### src/rtl/rtph_pkg.sv
package rtph_pkg;

	localparam int START_W = 19;
	localparam int FIELD_W = 11;
	localparam logic [FIELD_W-1:0] FIELD_MAX = '1;

	localparam logic [3:0] ST_OK            = 4'd0;
	localparam logic [3:0] ST_SHORT         = 4'd1;
	localparam logic [3:0] ST_VERSION       = 4'd2;
	localparam logic [3:0] ST_CSRC_CUT      = 4'd3;
	localparam logic [3:0] ST_EXT_HDR_CUT   = 4'd4;
	localparam logic [3:0] ST_EXT_DATA_CUT  = 4'd5;
	localparam logic [3:0] ST_PAD_NO_PAYLD  = 4'd6;
	localparam logic [3:0] ST_PAD_ZERO      = 4'd7;
	localparam logic [3:0] ST_PAD_TOO_LARGE = 4'd8;

	localparam logic KIND_CSRC    = 1'b0;
	localparam logic KIND_SUMMARY = 1'b1;

	typedef struct packed {
		logic [7:0] data_byte;
		logic       end_of_packet;
	} in_t;

	typedef struct packed {
		logic               kind;
		logic [3:0]         status;
		logic               marker;
		logic [6:0]         ptype;
		logic [15:0]        seq;
		logic [31:0]        timestamp;
		logic [31:0]        id_word;
		logic               ext_present;
		logic [15:0]        ext_profile;
		logic [15:0]        ext_words;
		logic [FIELD_W-1:0] payload_start;
		logic [FIELD_W-1:0] pay_len;
	} out_t;

	typedef struct packed {
		logic               csrc_vld;
		logic               summ_vld;
		logic               marker;
		logic [6:0]         ptype;
		logic [15:0]        seq;
		logic [31:0]        timestamp;
		logic [31:0]        csrc_word;
		logic [31:0]        ssrc;
		logic               ext_present;
		logic [15:0]        ext_profile;
		logic [15:0]        ext_words;
		logic [3:0]         status;
		logic               pad;
		logic [7:0]         pad_cnt;
		logic [START_W-1:0] len;
		logic [START_W-1:0] pstart;
	} qent_t;

endpackage

### src/rtl/rtph_front.sv
module rtph_front #(
	parameter int MAX_CSRC = 4,
	parameter int MAX_PACKET_BYTES = 2048
) (
	input  logic           clk,
	input  logic           arst_n,
	input  logic           byte_valid,
	output logic           byte_ready,
	input  rtph_pkg::in_t  byte_data,
	output logic           push_valid,
	output rtph_pkg::qent_t push_data,
	input  logic           q_full
);

	localparam int PW = $clog2(MAX_PACKET_BYTES);
	localparam int SW = rtph_pkg::START_W;
	localparam logic [PW-1:0] LAST_POS = PW'(MAX_PACKET_BYTES - 1);

	logic [PW-1:0] pos_q, pos_n;
	logic [7:0]    fhb_q, fhb_n, shb_q, shb_n;
	logic [15:0]   seq_q, seq_n, prof_q, prof_n, words_q, words_n;
	logic [31:0]   time_q, time_n, src_q, src_n, word_q, word_n;
	logic [3:0]    csrc_done_q, csrc_done_n;
	logic          seen_q, seen_n;
	logic [SW-1:0] pstart_q, pstart_n;

	logic          accept, last, drop, csrc_emit, xbit;
	logic [7:0]    b;
	logic [SW-1:0] p_w, len_w, csrc_end, csrc_end_n, off_w;
	logic [3:0]    status;

	assign byte_ready = !q_full;
	assign accept = byte_valid && byte_ready;

	always_comb begin
		b = byte_data.data_byte;
		last = byte_data.end_of_packet;
		p_w = SW'(pos_q);
		len_w = p_w + SW'(1);
		csrc_end = SW'({fhb_q[3:0], 2'b00}) + SW'(12);
		xbit = fhb_q[4];
		drop = !last && (pos_q >= LAST_POS);
		csrc_emit = 1'b0;
		off_w = p_w - csrc_end;

		fhb_n = fhb_q;
		shb_n = shb_q;
		seq_n = seq_q;
		time_n = time_q;
		src_n = src_q;
		word_n = word_q;
		csrc_done_n = csrc_done_q;
		prof_n = prof_q;
		words_n = words_q;
		seen_n = seen_q;
		pstart_n = pstart_q;

		if (pos_q == '0) begin
			fhb_n = b;
			shb_n = '0;
			seq_n = '0;
			time_n = '0;
			src_n = '0;
			word_n = '0;
			csrc_done_n = '0;
			prof_n = '0;
			words_n = '0;
			seen_n = 1'b0;
			pstart_n = SW'({b[3:0], 2'b00}) + SW'(12);
		end else if (pos_q == PW'(1)) begin
			shb_n = b;
		end else if (pos_q < PW'(4)) begin
			seq_n = {seq_q[7:0], b};
		end else if (pos_q < PW'(8)) begin
			time_n = {time_q[23:0], b};
		end else if (pos_q < PW'(12)) begin
			src_n = {src_q[23:0], b};
		end else if (p_w < csrc_end) begin
			word_n = {word_q[23:0], b};
			if (pos_q[1:0] == 2'b11) begin
				csrc_emit = (csrc_done_q < 4'(MAX_CSRC));
				if (csrc_done_q != 4'hF) begin
					csrc_done_n = csrc_done_q + 4'd1;
				end
			end
		end else if (xbit && (p_w < csrc_end + SW'(4))) begin
			if (!off_w[1]) begin
				prof_n = {prof_q[7:0], b};
			end else begin
				words_n = {words_q[7:0], b};
			end
			if (off_w[1:0] == 2'b11) begin
				seen_n = 1'b1;
				pstart_n = csrc_end + SW'(4) + SW'({words_q[7:0], b, 2'b00});
			end
		end

		csrc_end_n = SW'({fhb_n[3:0], 2'b00}) + SW'(12);
		if (len_w < SW'(12)) begin
			status = rtph_pkg::ST_SHORT;
		end else if (fhb_n[7:6] != 2'b10) begin
			status = rtph_pkg::ST_VERSION;
		end else if (len_w < csrc_end_n) begin
			status = rtph_pkg::ST_CSRC_CUT;
		end else if (fhb_n[4] && !seen_n) begin
			status = rtph_pkg::ST_EXT_HDR_CUT;
		end else begin
			status = rtph_pkg::ST_OK;
		end

		if (last) begin
			pos_n = '0;
		end else begin
			pos_n = pos_q + PW'(1);
		end

		push_data.csrc_vld = csrc_emit;
		push_data.summ_vld = last;
		push_data.marker = shb_n[7];
		push_data.ptype = shb_n[6:0];
		push_data.seq = seq_n;
		push_data.timestamp = time_n;
		push_data.csrc_word = word_n;
		push_data.ssrc = src_n;
		push_data.ext_present = fhb_n[4];
		push_data.ext_profile = prof_n;
		push_data.ext_words = words_n;
		push_data.status = status;
		push_data.pad = fhb_n[5];
		push_data.pad_cnt = b;
		push_data.len = len_w;
		push_data.pstart = pstart_n;
	end

	assign push_valid = accept && !drop && (csrc_emit || last);

	always_ff @(posedge clk or negedge arst_n) begin
		if (!arst_n) begin
			pos_q <= '0;
			fhb_q <= '0;
			shb_q <= '0;
			seq_q <= '0;
			time_q <= '0;
			src_q <= '0;
			word_q <= '0;
			csrc_done_q <= '0;
			prof_q <= '0;
			words_q <= '0;
			seen_q <= 1'b0;
			pstart_q <= '0;
		end else if (accept && !drop) begin
			pos_q <= pos_n;
			fhb_q <= fhb_n;
			shb_q <= shb_n;
			seq_q <= seq_n;
			time_q <= time_n;
			src_q <= src_n;
			word_q <= word_n;
			csrc_done_q <= csrc_done_n;
			prof_q <= prof_n;
			words_q <= words_n;
			seen_q <= seen_n;
			pstart_q <= pstart_n;
		end
	end

endmodule

### src/rtl/rtph_queue.sv
module rtph_queue #(
	parameter int DEPTH = 4
) (
	input  logic            clk,
	input  logic            arst_n,
	input  logic            push_valid,
	input  rtph_pkg::qent_t push_data,
	output logic            full,
	output logic            pop_valid,
	output rtph_pkg::qent_t pop_data,
	input  logic            pop
);

	localparam int AW = $clog2(DEPTH);

	rtph_pkg::qent_t mem [DEPTH];
	logic [AW-1:0]   wr_ptr_q, rd_ptr_q;
	logic [AW:0]     count_q;
	logic            do_push, do_pop;

	assign full = (count_q == (AW + 1)'(DEPTH));
	assign pop_valid = (count_q != '0);
	assign pop_data = mem[rd_ptr_q];
	assign do_push = push_valid && !full;
	assign do_pop = pop && pop_valid;

	always_ff @(posedge clk) begin
		if (do_push) begin
			mem[wr_ptr_q] <= push_data;
		end
	end

	always_ff @(posedge clk or negedge arst_n) begin
		if (!arst_n) begin
			wr_ptr_q <= '0;
			rd_ptr_q <= '0;
			count_q <= '0;
		end else begin
			if (do_push) begin
				wr_ptr_q <= wr_ptr_q + AW'(1);
			end
			if (do_pop) begin
				rd_ptr_q <= rd_ptr_q + AW'(1);
			end
			if (do_push && !do_pop) begin
				count_q <= count_q + (AW + 1)'(1);
			end else if (do_pop && !do_push) begin
				count_q <= count_q - (AW + 1)'(1);
			end
		end
	end

endmodule

### src/rtl/rtph_back.sv
module rtph_back (
	input  logic            clk,
	input  logic            arst_n,
	input  logic            q_valid,
	input  rtph_pkg::qent_t q_data,
	output logic            q_pop,
	output logic            result_valid,
	input  logic            result_ready,
	output rtph_pkg::out_t  result_data
);

	localparam int SW = rtph_pkg::START_W;
	localparam int FW = rtph_pkg::FIELD_W;

	typedef struct packed {
		rtph_pkg::out_t res;
		logic           pad_chk;
		logic [7:0]     pad_cnt;
		logic [SW-1:0]  plen;
	} stg_t;

	stg_t           stg_s1, stg_n;
	logic           vld_s1;
	rtph_pkg::out_t res_s2, res_n;
	logic           vld_s2;
	logic           half_q;

	logic           mv_s2, ld_s1, issue_csrc;
	logic [SW:0]    diff;
	logic [SW-1:0]  plen_f;

	assign mv_s2 = vld_s1 && (!vld_s2 || result_ready);
	assign ld_s1 = q_valid && (!vld_s1 || mv_s2);
	assign issue_csrc = q_data.csrc_vld && !half_q;
	assign q_pop = ld_s1 && !(issue_csrc && q_data.summ_vld);

	always_comb begin
		diff = {1'b0, q_data.len} - {1'b0, q_data.pstart};
		stg_n.res.marker = q_data.marker;
		stg_n.res.ptype = q_data.ptype;
		stg_n.res.seq = q_data.seq;
		stg_n.res.timestamp = q_data.timestamp;
		stg_n.res.status = rtph_pkg::ST_OK;
		stg_n.res.ext_present = 1'b0;
		stg_n.res.ext_profile = '0;
		stg_n.res.ext_words = '0;
		stg_n.res.payload_start = '0;
		stg_n.res.pay_len = '0;
		stg_n.pad_chk = 1'b0;
		stg_n.pad_cnt = q_data.pad_cnt;
		stg_n.plen = '0;
		if (issue_csrc) begin
			stg_n.res.kind = rtph_pkg::KIND_CSRC;
			stg_n.res.id_word = q_data.csrc_word;
		end else begin
			stg_n.res.kind = rtph_pkg::KIND_SUMMARY;
			stg_n.res.id_word = q_data.ssrc;
			stg_n.res.ext_present = q_data.ext_present;
			stg_n.res.ext_profile = q_data.ext_profile;
			stg_n.res.ext_words = q_data.ext_words;
			stg_n.res.status = q_data.status;
			if (q_data.status == rtph_pkg::ST_OK) begin
				if (q_data.ext_present && diff[SW]) begin
					stg_n.res.status = rtph_pkg::ST_EXT_DATA_CUT;
				end else begin
					if (q_data.pstart > SW'(rtph_pkg::FIELD_MAX)) begin
						stg_n.res.payload_start = rtph_pkg::FIELD_MAX;
					end else begin
						stg_n.res.payload_start = q_data.pstart[FW-1:0];
					end
					stg_n.plen = diff[SW-1:0];
					stg_n.pad_chk = q_data.pad;
				end
			end
		end
	end

	always_comb begin
		res_n = stg_s1.res;
		plen_f = stg_s1.plen;
		if (stg_s1.pad_chk) begin
			if (stg_s1.plen == '0) begin
				res_n.status = rtph_pkg::ST_PAD_NO_PAYLD;
			end else if (stg_s1.pad_cnt == 8'd0) begin
				res_n.status = rtph_pkg::ST_PAD_ZERO;
			end else if (SW'(stg_s1.pad_cnt) > stg_s1.plen) begin
				res_n.status = rtph_pkg::ST_PAD_TOO_LARGE;
			end else begin
				plen_f = stg_s1.plen - SW'(stg_s1.pad_cnt);
			end
		end
		res_n.pay_len = plen_f[FW-1:0];
	end

	always_ff @(posedge clk) begin
		if (ld_s1) begin
			stg_s1 <= stg_n;
		end
		if (mv_s2) begin
			res_s2 <= res_n;
		end
	end

	always_ff @(posedge clk or negedge arst_n) begin
		if (!arst_n) begin
			vld_s1 <= 1'b0;
			vld_s2 <= 1'b0;
			half_q <= 1'b0;
		end else begin
			if (ld_s1) begin
				vld_s1 <= 1'b1;
				half_q <= issue_csrc && q_data.summ_vld;
			end else if (mv_s2) begin
				vld_s1 <= 1'b0;
			end
			if (mv_s2) begin
				vld_s2 <= 1'b1;
			end else if (result_ready) begin
				vld_s2 <= 1'b0;
			end
		end
	end

	assign result_valid = vld_s2;
	assign result_data = res_s2;

endmodule

### src/rtl/rtph_header_parser.sv
// RTP header parser for decrypted packets, one byte per cycle. The front end takes a byte
// every cycle that its four-entry queue has room and tracks the byte position and the fixed
// header; each completed CSRC word (up to MAX_CSRC) and the end-of-packet summary go into the
// queue. The back end drains one result per cycle while result_ready is high, through a
// length/padding stage and an output register. A final byte that also completes a CSRC word
// yields two results, CSRC word first, then summary; input runs at one byte per cycle while
// the queue has room. Discard CSRC results of a packet whose summary status is not ok.
module rtp_header_parser #(
	parameter int MAX_CSRC = 4,
	parameter int MAX_PACKET_BYTES = 2048
) (
	input  logic           clk,
	input  logic           arst_n,
	input  logic           byte_valid,
	output logic           byte_ready,
	input  rtph_pkg::in_t  byte_data,
	output logic           result_valid,
	input  logic           result_ready,
	output rtph_pkg::out_t result_data
);

	localparam int QDEPTH = 4;

	logic            push_valid, q_full, q_valid, q_pop;
	rtph_pkg::qent_t push_data, q_data;

	rtph_front #(
		.MAX_CSRC(MAX_CSRC),
		.MAX_PACKET_BYTES(MAX_PACKET_BYTES)
	) u_front (
		.clk(clk),
		.arst_n(arst_n),
		.byte_valid(byte_valid),
		.byte_ready(byte_ready),
		.byte_data(byte_data),
		.push_valid(push_valid),
		.push_data(push_data),
		.q_full(q_full)
	);

	rtph_queue #(
		.DEPTH(QDEPTH)
	) u_queue (
		.clk(clk),
		.arst_n(arst_n),
		.push_valid(push_valid),
		.push_data(push_data),
		.full(q_full),
		.pop_valid(q_valid),
		.pop_data(q_data),
		.pop(q_pop)
	);

	rtph_back u_back (
		.clk(clk),
		.arst_n(arst_n),
		.q_valid(q_valid),
		.q_data(q_data),
		.q_pop(q_pop),
		.result_valid(result_valid),
		.result_ready(result_ready),
		.result_data(result_data)
	);

endmodule

### config.mk
export PLATFORM = sky130hd
export DESIGN_NAME = rtp_header_parser
export DESIGN_NICKNAME = d
export VERILOG_FILES = /design/src/rtl/rtph_pkg.sv /design/src/rtl/rtph_front.sv /design/src/rtl/rtph_queue.sv /design/src/rtl/rtph_back.sv /design/src/rtl/rtph_header_parser.sv
export SDC_FILE = /design/constraint.sdc
export NUM_CORES = 1
export LEC_CHECK = 0
export BUFFER_PORTS_ARGS = -buffer_cell sky130_fd_sc_hd__buf_4
export CORE_MARGIN = 2
export CORE_UTILIZATION = 67
export CTS_CLUSTER_SIZE = 24
export DETAILED_ROUTE_END_ITERATION = 7
export PLACE_DENSITY = 0.89
export REMOVE_ABC_BUFFERS = 1
export SETUP_SLACK_MARGIN = 0.4
export SLEW_MARGIN = 20
export SYNTH_ARGS = -nofsm -noshare
export SYNTH_HDL_FRONTEND = slang
export SYNTH_HIERARCHICAL = 1
export SYNTH_SLANG_ARGS = --single-unit
export TNS_END_PERCENT = 1
### constraint.sdc
create_clock -name clk -period 18.6 [get_ports clk]
set_input_delay 0.93 -clock clk [delete_from_list [all_inputs] [get_ports clk]]
set_output_delay 0.93 -clock clk [all_outputs]
set_load 0.02 [all_outputs]
; After elaboration in Yosys (flattened, before gate mapping)
; Memories as Yosys holds them, arrays and structs flattened.
; Cells that the tools add are included.
[classes]
n_mul = 0
reduce_logical = 42
n_mux = 94
eq_ne = 10
div = 0
n_lt_le_gt_ge = 11
add_sub_neg = 15
bitwise = 1
shifts = 0
[ops]
columns = cell, count
row1 = $mux W32, 16
row2 = $mux W16, 19
row3 = $mux W19, 8
row4 = $mux W4, 17
row5 = $mux W11, 6
row6 = $mux W8, 3
row7 = $lt A11 B4 Y1 const B, 2
row8 = $mux W1, 22
row9 = $add A6 B4 Y7 const B, 3
row10 = $sub A19 B19 Y20, 1
row11 = $add A19 B18 Y19, 1
row12 = $gt A19 B11 Y1 const B, 1
row13 = $gt A8 B19 Y1, 1
row14 = $logic_not A19 Y1, 1
row15 = $lt A11 B19 Y1, 1
row16 = $lt A19 B19 Y1, 1
row17 = $lt A19 B4 Y1 const B, 1
row18 = $logic_and A1 B1 Y1, 16
row19 = $add A11 B1 Y12 const B, 1
row20 = $reduce_bool A2 Y1, 6
row21 = $add A11 B1 Y11 const B, 1
row22 = $eq A11 B1 Y1 const B, 1
row23 = $ge A11 B11 Y1 const B, 1
row24 = $logic_not A11 Y1, 1
row25 = 24 further kinds, 42
[totals]
elab_cells = 218
romBits = 0
ramBits = 796
mem_count = 1
output_inout_bits = 150
latchBits = 0
in_bits = 13
regBits = 518
[memory_table]
columns = memory, words, word_bits, rd, rd_clocked_by_memory_dff, write_ports, line
row1 = u_queue.mem, 4, 199, 1, 0, 1, rtph_queue.sv:16  ; rtph_pkg::qent_t mem [DEPTH];

; Longest topological paths before layout
; Gate-level depths: netlist of the first run.
[logic_depth]
depth_word = 17
mapped_depth = 20
ltp_nobuf = 17

; Hierarchy
; The synthesis of the first run kept the hierarchy.
[by_module_without_submodules]
columns = module, seq_area_each_um2, area_per_inst_um2, instances, cells_per_inst
row1 = rtph_queue, 24918.9, 30105.1, 1, 1111
row2 = rtph_back, 9474.1, 12349.3, 1, 799
row3 = rtph_front, 4879.7, 11536.1, 1, 1244

; Worst setup path before layout of the first run
; No wires, ideal clock.
[synth_timing]
kind = input-to-reg
start = input result_ready
end = register u_back.res_s2, in the netlist u_back/result_data[0] (enable)
t_arrival_ps = 7518
n_path_buf = 0
setup_slack_ps = 10407
setup_ps = 675
required_ps = 17925
path_stages = 2
path_cell_list = nor2b_1 nor2b_1
[synth_between]
elab_chain_len = 2
[synth_rtl]
columns = item, line
row1 = from (decl), rtph_header_parser.sv:18  ; input logic result_ready,
row2 = $logic_or A1 B1 Y1, rtph_back.sv:32  ; assign mv_s2 = vld_s1 && (!vld_s2 || result_ready);
row3 = $logic_and A1 B1 Y1, rtph_back.sv:32
row4 = named net u_back.mv_s2, rtph_back.sv:28  ; logic mv_s2, ld_s1, issue_csrc;
row5 = to (signal assigned), rtph_back.sv:100  ; res_s2 <= res_n;
row6 = to (decl), rtph_back.sv:24  ; rtph_pkg::out_t res_s2, res_n;
; The timed path passes the listed nets, and every way through them passes these cells.
; A chain may end at the register's enable or synchronous reset.

==> results of run 1 <==
flip-flops by register name, indices dropped and copies added, names as in the netlist, 11 cells and up:
register and cells:
u_front/src_q 32, u_front/pos_q 11, u_back/result_data 148, u_front/words_q 16, u_front/pstart_q 19, u_front/time_q 32, u_queue/mem 824, u_front/word_q 32
u_front/seq_q 16, u_front/prof_q 16, u_back/res_n 133, u_back/stg_s1 32
synth_stat cells, types with 43 or more instances:
master	number
dfrtp_1	205
ha_1	66
nor2_1	177
nand2_1	258
mux4_2	206
buf_2	73
a21oi_1	86
o21ai_0	84
edfxtp_1	1137
inv_1	62
and2_1	43
a22o_1	112
clkbuf_1	70
mux2i_1	115
nand3_1	64
metrics by stage:
step | power (mW) | setup slack (ns) | hold slack (ns)
after floorplan | 6.54 | 6.35 | 0.400
after global placement | 7.15 | 12.48 | 0.400
after detailed placement | 7.28 | 12.36 | 0.405
final | 9.97 | 12.27 | 0.123
after global routing | 10.3 | 11.87 | 0.145
after CTS | 9.95 | 12.34 | 0.128
power by group:
group / internal, mW / leakage [nW] / switching, mW
sequential: 4.05 / 13.6 / 0.273
clock: 1.52 / 2.06 / 1.10
combinational: 1.11 / 6.13 / 1.91
worst max-delay path: stages (launching register included):
cell,delay (ns)
dfrtp_1,0.52
inv_1,0.08
ha_1,0.23
nand3b_1,0.19
ha_1,0.31
a21oi_1,0.14
nand2_1,0.11
nor3b_2,0.17
buf_4,0.55
nand2_1,0.11
nor4_1,0.58
o21a_1,0.17
nor2b_1,0.44
and2_4,0.65
buf_4,0.71
buf_4,0.84
per-layer routing:
layer  global-route usage  vias up  share of wire
met5                    0        -              0
met4                0.116        0          0.037
met3               0.0548      318          0.088
met2                0.502     1958           0.51
met1                0.403    15200           0.36
li1                     -    12500              -
final timing paths:
kind	from	endpoint	slack (ns)	depth (start not counted)
worst max-delay path	u_front/fhb_q[0]$_DFFE_PN0P_	u_queue/mem[0][192]$_DFFE_PP_	12.27	15
worst min-delay path	arst_n	u_back/vld_s1$_DFFE_PN0P_	0.12	1
worst max register to register	u_front/fhb_q[0]$_DFFE_PN0P_	u_queue/mem[0][192]$_DFFE_PP_	12.27	15
worst min register to register	u_back/res_n[120]$_DFFE_PP_	u_back/result_data[120]$_DFFE_PP_	0.40	0
max in group asynchronous	arst_n	u_queue/rd_ptr_q[0]$_DFFE_PN0P_	16.98	2
min in group clk	u_back/res_n[120]$_DFFE_PP_	u_back/result_data[120]$_DFFE_PP_	0.40	0
cells in the final DEF, fill, tap and decap left out, types with 6 or more instances in the layout:
cell type / n
clkinv_1: 14
o2bb2ai_1: 23
edfxtp_1: 1137
a21oi_1: 86
mux2i_1: 115
buf_4: 198
clkbuf_8: 9
a31oi_1: 17
o21ai_0: 84
xnor2_1: 32
nor3_1: 29
o211ai_1: 6
ha_1: 66
and3_1: 7
o31a_1: 6
nand4_1: 6
dfrtp_1: 202
o21ai_1: 10
inv_1: 61
a21o_1: 9
nand3_1: 64
mux4_2: 206
nor2b_1: 13
xor2_1: 25
clkbuf_16: 137
nor2_1: 176
nand2_1: 258
clkinv_2: 10
o21a_1: 15
nand2b_1: 11
or3_1: 8
conb_1: 10
bufinv_16: 9
and2_1: 39
a22o_1: 112
nor4_1: 10
nand3b_1: 6
clkbuf_1: 43
mux2_2: 6
area by class of cell:
type,instances,share of cell area
Antenna cell,2,0.0000830
Clock buffer,189,0.0616
Clock inverter,47,0.00892
Inverter,63,0.00405
Multi-Input combinational cell,1563,0.225
Sequential cell,1342,0.652
Tap cell,1060,0.0220
Timing Repair Buffer,205,0.0266
cell families (layout without fill, tap and decap cells):
kind of cell	count (synthesis)	in the layout
fa+ha+maj	70	70
xor+xnor	57	57
simple gates	684	684
other cells	2	12
flops	1342	1342
buf+inv	257	504
compound gates	415	415
mux	327	327
==> reports/results.ini, run 1 <==
[yosys]
ys_types = 83
synthMuxAreaShare = 0.109
synth_top_family_by_area = multiplexers
synth-seq-cells = 1342
synth_xor_area_frac = 0.00925
yosysTopAreaCellShare = 0.632
ys_seq_area_frac = 0.727
synthAdderAreaFrac = 0.0168
synth_area_leader_cell = edfxtp_1
syn-instance-count = 3154
ys_top_cells_by_area = edfxtp_1, dfrtp_1, mux4_2
synth-edff-count = 1137
syn_area_um2 = 54000
syn_avg_cell_area_um2 = 17.1
ys.flop_type = edfxtp_1
synthSimpleGateAreaFrac = 0.0601
async_reset_ff_frac = 0.153
synth_compound_area_frac = 0.0542
yosys_warnings = 6

[finish]
final_layout_size_suffix_gt1_frac = 0.192
finalNonFillerCells = 4471
fin_util = 0.752
num-fill-cells = 4250
area_growth_pct = 11.7
multi_input_comb_area_um2 = 13600
seqCellArea_um2 = 39300
num-nets-final = 3389
stdcell_area_um2 = 60300

[grt]
grtUsageTotal = 0.301
grt_max_degree = 109
grt_pass1_wl_um = 185000
grt_overflow_total = 0
grt_antenna_before_repair = 2
grt_pass1_vias = 30500

[timing]
finalClockSkew_ns = 0.0346
maxSlewHeadroom = 0.215
hold_violations = 0
final_max_slew_viol_count = 0
setup_violations = 0
finalSetupTns_ns = 0
min_period_ns = 6.33
min_period_over_period = 0.341
rsz0062_at_grt = false
worstMarginPinSlew_ns = 1.17
clock.fmax_mhz = 158

[power]
p_per_area_nw_per_um2 = 165
p_leak_nw = 21.8
peakVddDrop_mv = 0.149

[die]
start_util = 0.674
rows = 104
pin_count = 163
die_x_um = 288
die_area_um2 = 82900
core_um2 = 80200
die-height_um = 288

[clocking]
htreeDepth = 4
cts_tree = built
post-cts-setup-buffers = 0
cts_hold_buf = 0
clock_sinks = 1342
root_buffer = clkbuf_16
cts_resized = 0
numCtsBuffers = 131
clkTransAtPathRegs_ns = 0.06
clk_latency_ns = 0.75
clock_path_buffers = 3

[run]
cap_violations = 0

[placed_design]
dp.cells = 4230
dp_hpwl_um = 69200
placed_area_um2 = 55900
place.port_buffers = 162
place.gp.congestion = 0.886

[critical_path]
crit_path_end_kind = register
crit_type = reg2reg
required_ns = 18.94
cp_max_fo = 59
crit_path_start_kind = register
arrival_ns = 6.67

[route]
vias_per_cell = 6.70
drt_wl_total_um = 123000
drt_iter0_markers = 4179
postRouteAntennaNets = 0
dr.pass1.iters = 8
vias = 30000
drc = 0
drt-wirelength-per-cell_um = 27.6

[status]
status = completed

[worst_hold_path]
hold_path.class = in2async

Power figures use the tool's default switching activity.
==> run 2, diff against run 1 <==
Settings changed: CORE_UTILIZATION 67 to 56, PLACE_DENSITY 0.89 to 0.8.
Clock period 18.6 ns to 5.4 ns, I/O delays scaled along.
==> run 2 against run 1 <==
  * Sequential share of layout area fell by 0.76 points
  * Final cell count rose by 5.2%
  * Register-to-register slack got worse by 11 ns
  * Sequential power rose to 3.4 times the previous value
  * Die area rose by 19%
  * Clock power rose to 3.6 times the previous value
  * First-iteration DRC count fell by 20%
  * Utilization fell by 11 points
  * Routed wire length fell by 2.1%
  * Combinational power rose to 3.4 times the previous value
==> reports/results.ini, run 2 (synthesis gave the netlist of run 1 again) <==
[critical_path]
required_ns = 5.77
crit_type = reg2reg
slowest_delay_ns = 0.51
cp_max_fo = 69
reg2reg_depth = 14
arrival_ns = 4.64
crit_chain = inv_1 > ha_1 > nand3b_1 > ha_1 > a21oi_1 > nand2_1 > nor3b_2 > nand2_1 > nor4_1 > buf_4 > o21a_1 > nor2b_1 > and2_4 > buf_12
crit_family = simple AND/OR/NAND/NOR gates
crit_buf_inv = 3
crit_path_start_kind = register
crit_cells = 14
crit_path_end_kind = register
slowest_stage = dfrtp_1

[finish]
num-nets-final = 3410
largest-register = u_queue/mem
final_cell_mix = edfxtp_1, nand2_1, mux4_2
diodes = 0
area_growth_pct = 13.0
final_layout_size_suffix_gt1_frac = 0.200
largest_reg_flops = 824
layout_commonest_cell = edfxtp_1

[route]
drt_iter0_markers = 3347
drt_wl_total_um = 121000
vias = 29300
vias_per_cell = 6.24
dr.pass1.iters = 6
postRouteAntennaNets = 0
drc = 0
drt-wirelength-per-cell_um = 25.7

[power]
peakVddDrop_mv = 0.432
net-switching-power_mw = 11.4
p_per_area_nw_per_um2 = 566
combinationalPowerShare = 0.299
p_leak_nw = 22.0
switching_share = 0.331
p_seq_frac = 0.431
p_clk_frac = 0.270
internal-power_mw = 23.1

[grt]
grt_use_met3 = 0.0501
busiest_layer = met2
grt_use_met2 = 0.401
grtUsageTotal = 0.247
grt_pass1_wl_um = 183000
grt_overflow_total = 0
grt_antenna_before_repair = 3
grt_max_degree = 126
grt_pass1_vias = 29500
use_met1 = 0.339

[die]
die_x_um = 315
core_um2 = 95300
die_area_um2 = 98900
pin_count = 163
rows = 113
die-height_um = 315
start_util = 0.567

[worst_hold_path]
hold_path.class = in2async

[clocking]
root_buffer = clkbuf_16
cts_tree = built
clkTransAtPathRegs_ns = 0.06
numCtsBuffers = 133
cts_resized = 0
clk_latency_ns = 0.75
post-cts-setup-buffers = 0
htreeDepth = 4
clock_sinks = 1342
clock_path_buffers = 3

[timing]
finalSetupTns_ns = 0
clock.fmax_mhz = 234
hold_slack_ns = 0.134
maxSlewHeadroom = 0.239
fin_ws_ns = 1.12
finalClockSkew_ns = 0.0319
worstMarginPinSlew_ns = 1.14
rsz0062_at_grt = false
min_period_ns = 4.28
hold_violations = 0
setup_violations = 0
final_max_slew_viol_count = 0
min_period_over_period = 0.792

[placed_design]
place.gp.congestion = 0.878
dp_hpwl_um = 68900
dpl_worst_slack_ns = 1.23
place.port_buffers = 162

[run]
cap_violations = 0

[status]
status = completed

-- run 2: layer usage --
| layer | wire length, um | up-vias | share of wire |
|---|---|---|---|
| met3 | 10500 | 230 | 0.087 |
| met2 | 59600 | 1548 | 0.49 |
| met4 | 3150 | 4 | 0.026 |
| met1 | 47400 | 15000 | 0.39 |
| li1 | - | 12500 | - |
| met5 | 25 | - | 0.00021 |
-- run 2: metrics by stage --
stage / cell area (um2) / util / std cells / power, mW
final: 61000 / 0.640 / 4703 / 34.5
after global routing: 61000 / 0.640 / 4703 / 35.9
after CTS: 61000 / 0.640 / 4702 / 34.7
after detailed placement: 56400 / 0.592 / 4445 / 25.2
after global placement: 56400 / 0.592 / 4445 / 25.0
after floorplan: 53000 / - / 2968 / 21.8
-- run 2: power groups by stage --
stage / logic (mW) / clock network (mW) / registers [mW]
detailed placement: 10.2 / 0 / 15.1
global route: 11.0 / 9.83 / 15.1
global placement: 10.0 / 0 / 15.0
CTS: 10.3 / 9.45 / 14.9
floorplan: 6.00 / 0 / 15.8
finish: 10.3 / 9.31 / 14.9
-- run 2: area by class of cell --
class | count | area, um2
Sequential cell | 1342 | 39300
Fill cell | 6283 | 34300
Multi-Input combinational cell | 1563 | 13500
Clock buffer | 159 | 3480
Timing Repair Buffer | 224 | 1910
Tap cell | 1265 | 1580
Clock inverter | 87 | 955
Inverter | 63 | 244
-- run 2: what timing repair did --
item	in CTS	in global routing
hold buffers	11	0
endpoints found under the setup margin	0	0
hold endpoints to repair	127	0
-- run 2: path summary, 6_finish.rpt --
check	startpoint	endpoint	slack [ns]
min	arst_n	u_front/src_q[24]$_DFFE_PN0P_	0.13
max in group asynchronous	arst_n	u_queue/rd_ptr_q[0]$_DFFE_PN0P_	4.00
max reg2reg	u_front/fhb_q[0]$_DFFE_PN0P_	u_queue/mem[1][17]$_DFFE_PP_	1.12
min in group clk	byte_valid	u_front/fhb_q[1]$_DFFE_PN0P_	0.18
min reg2reg	u_back/res_n[53]$_SDFFCE_PP0P_	u_back/result_data[53]$_DFFE_PP_	0.41
max	u_front/fhb_q[0]$_DFFE_PN0P_	u_queue/mem[1][17]$_DFFE_PP_	1.12
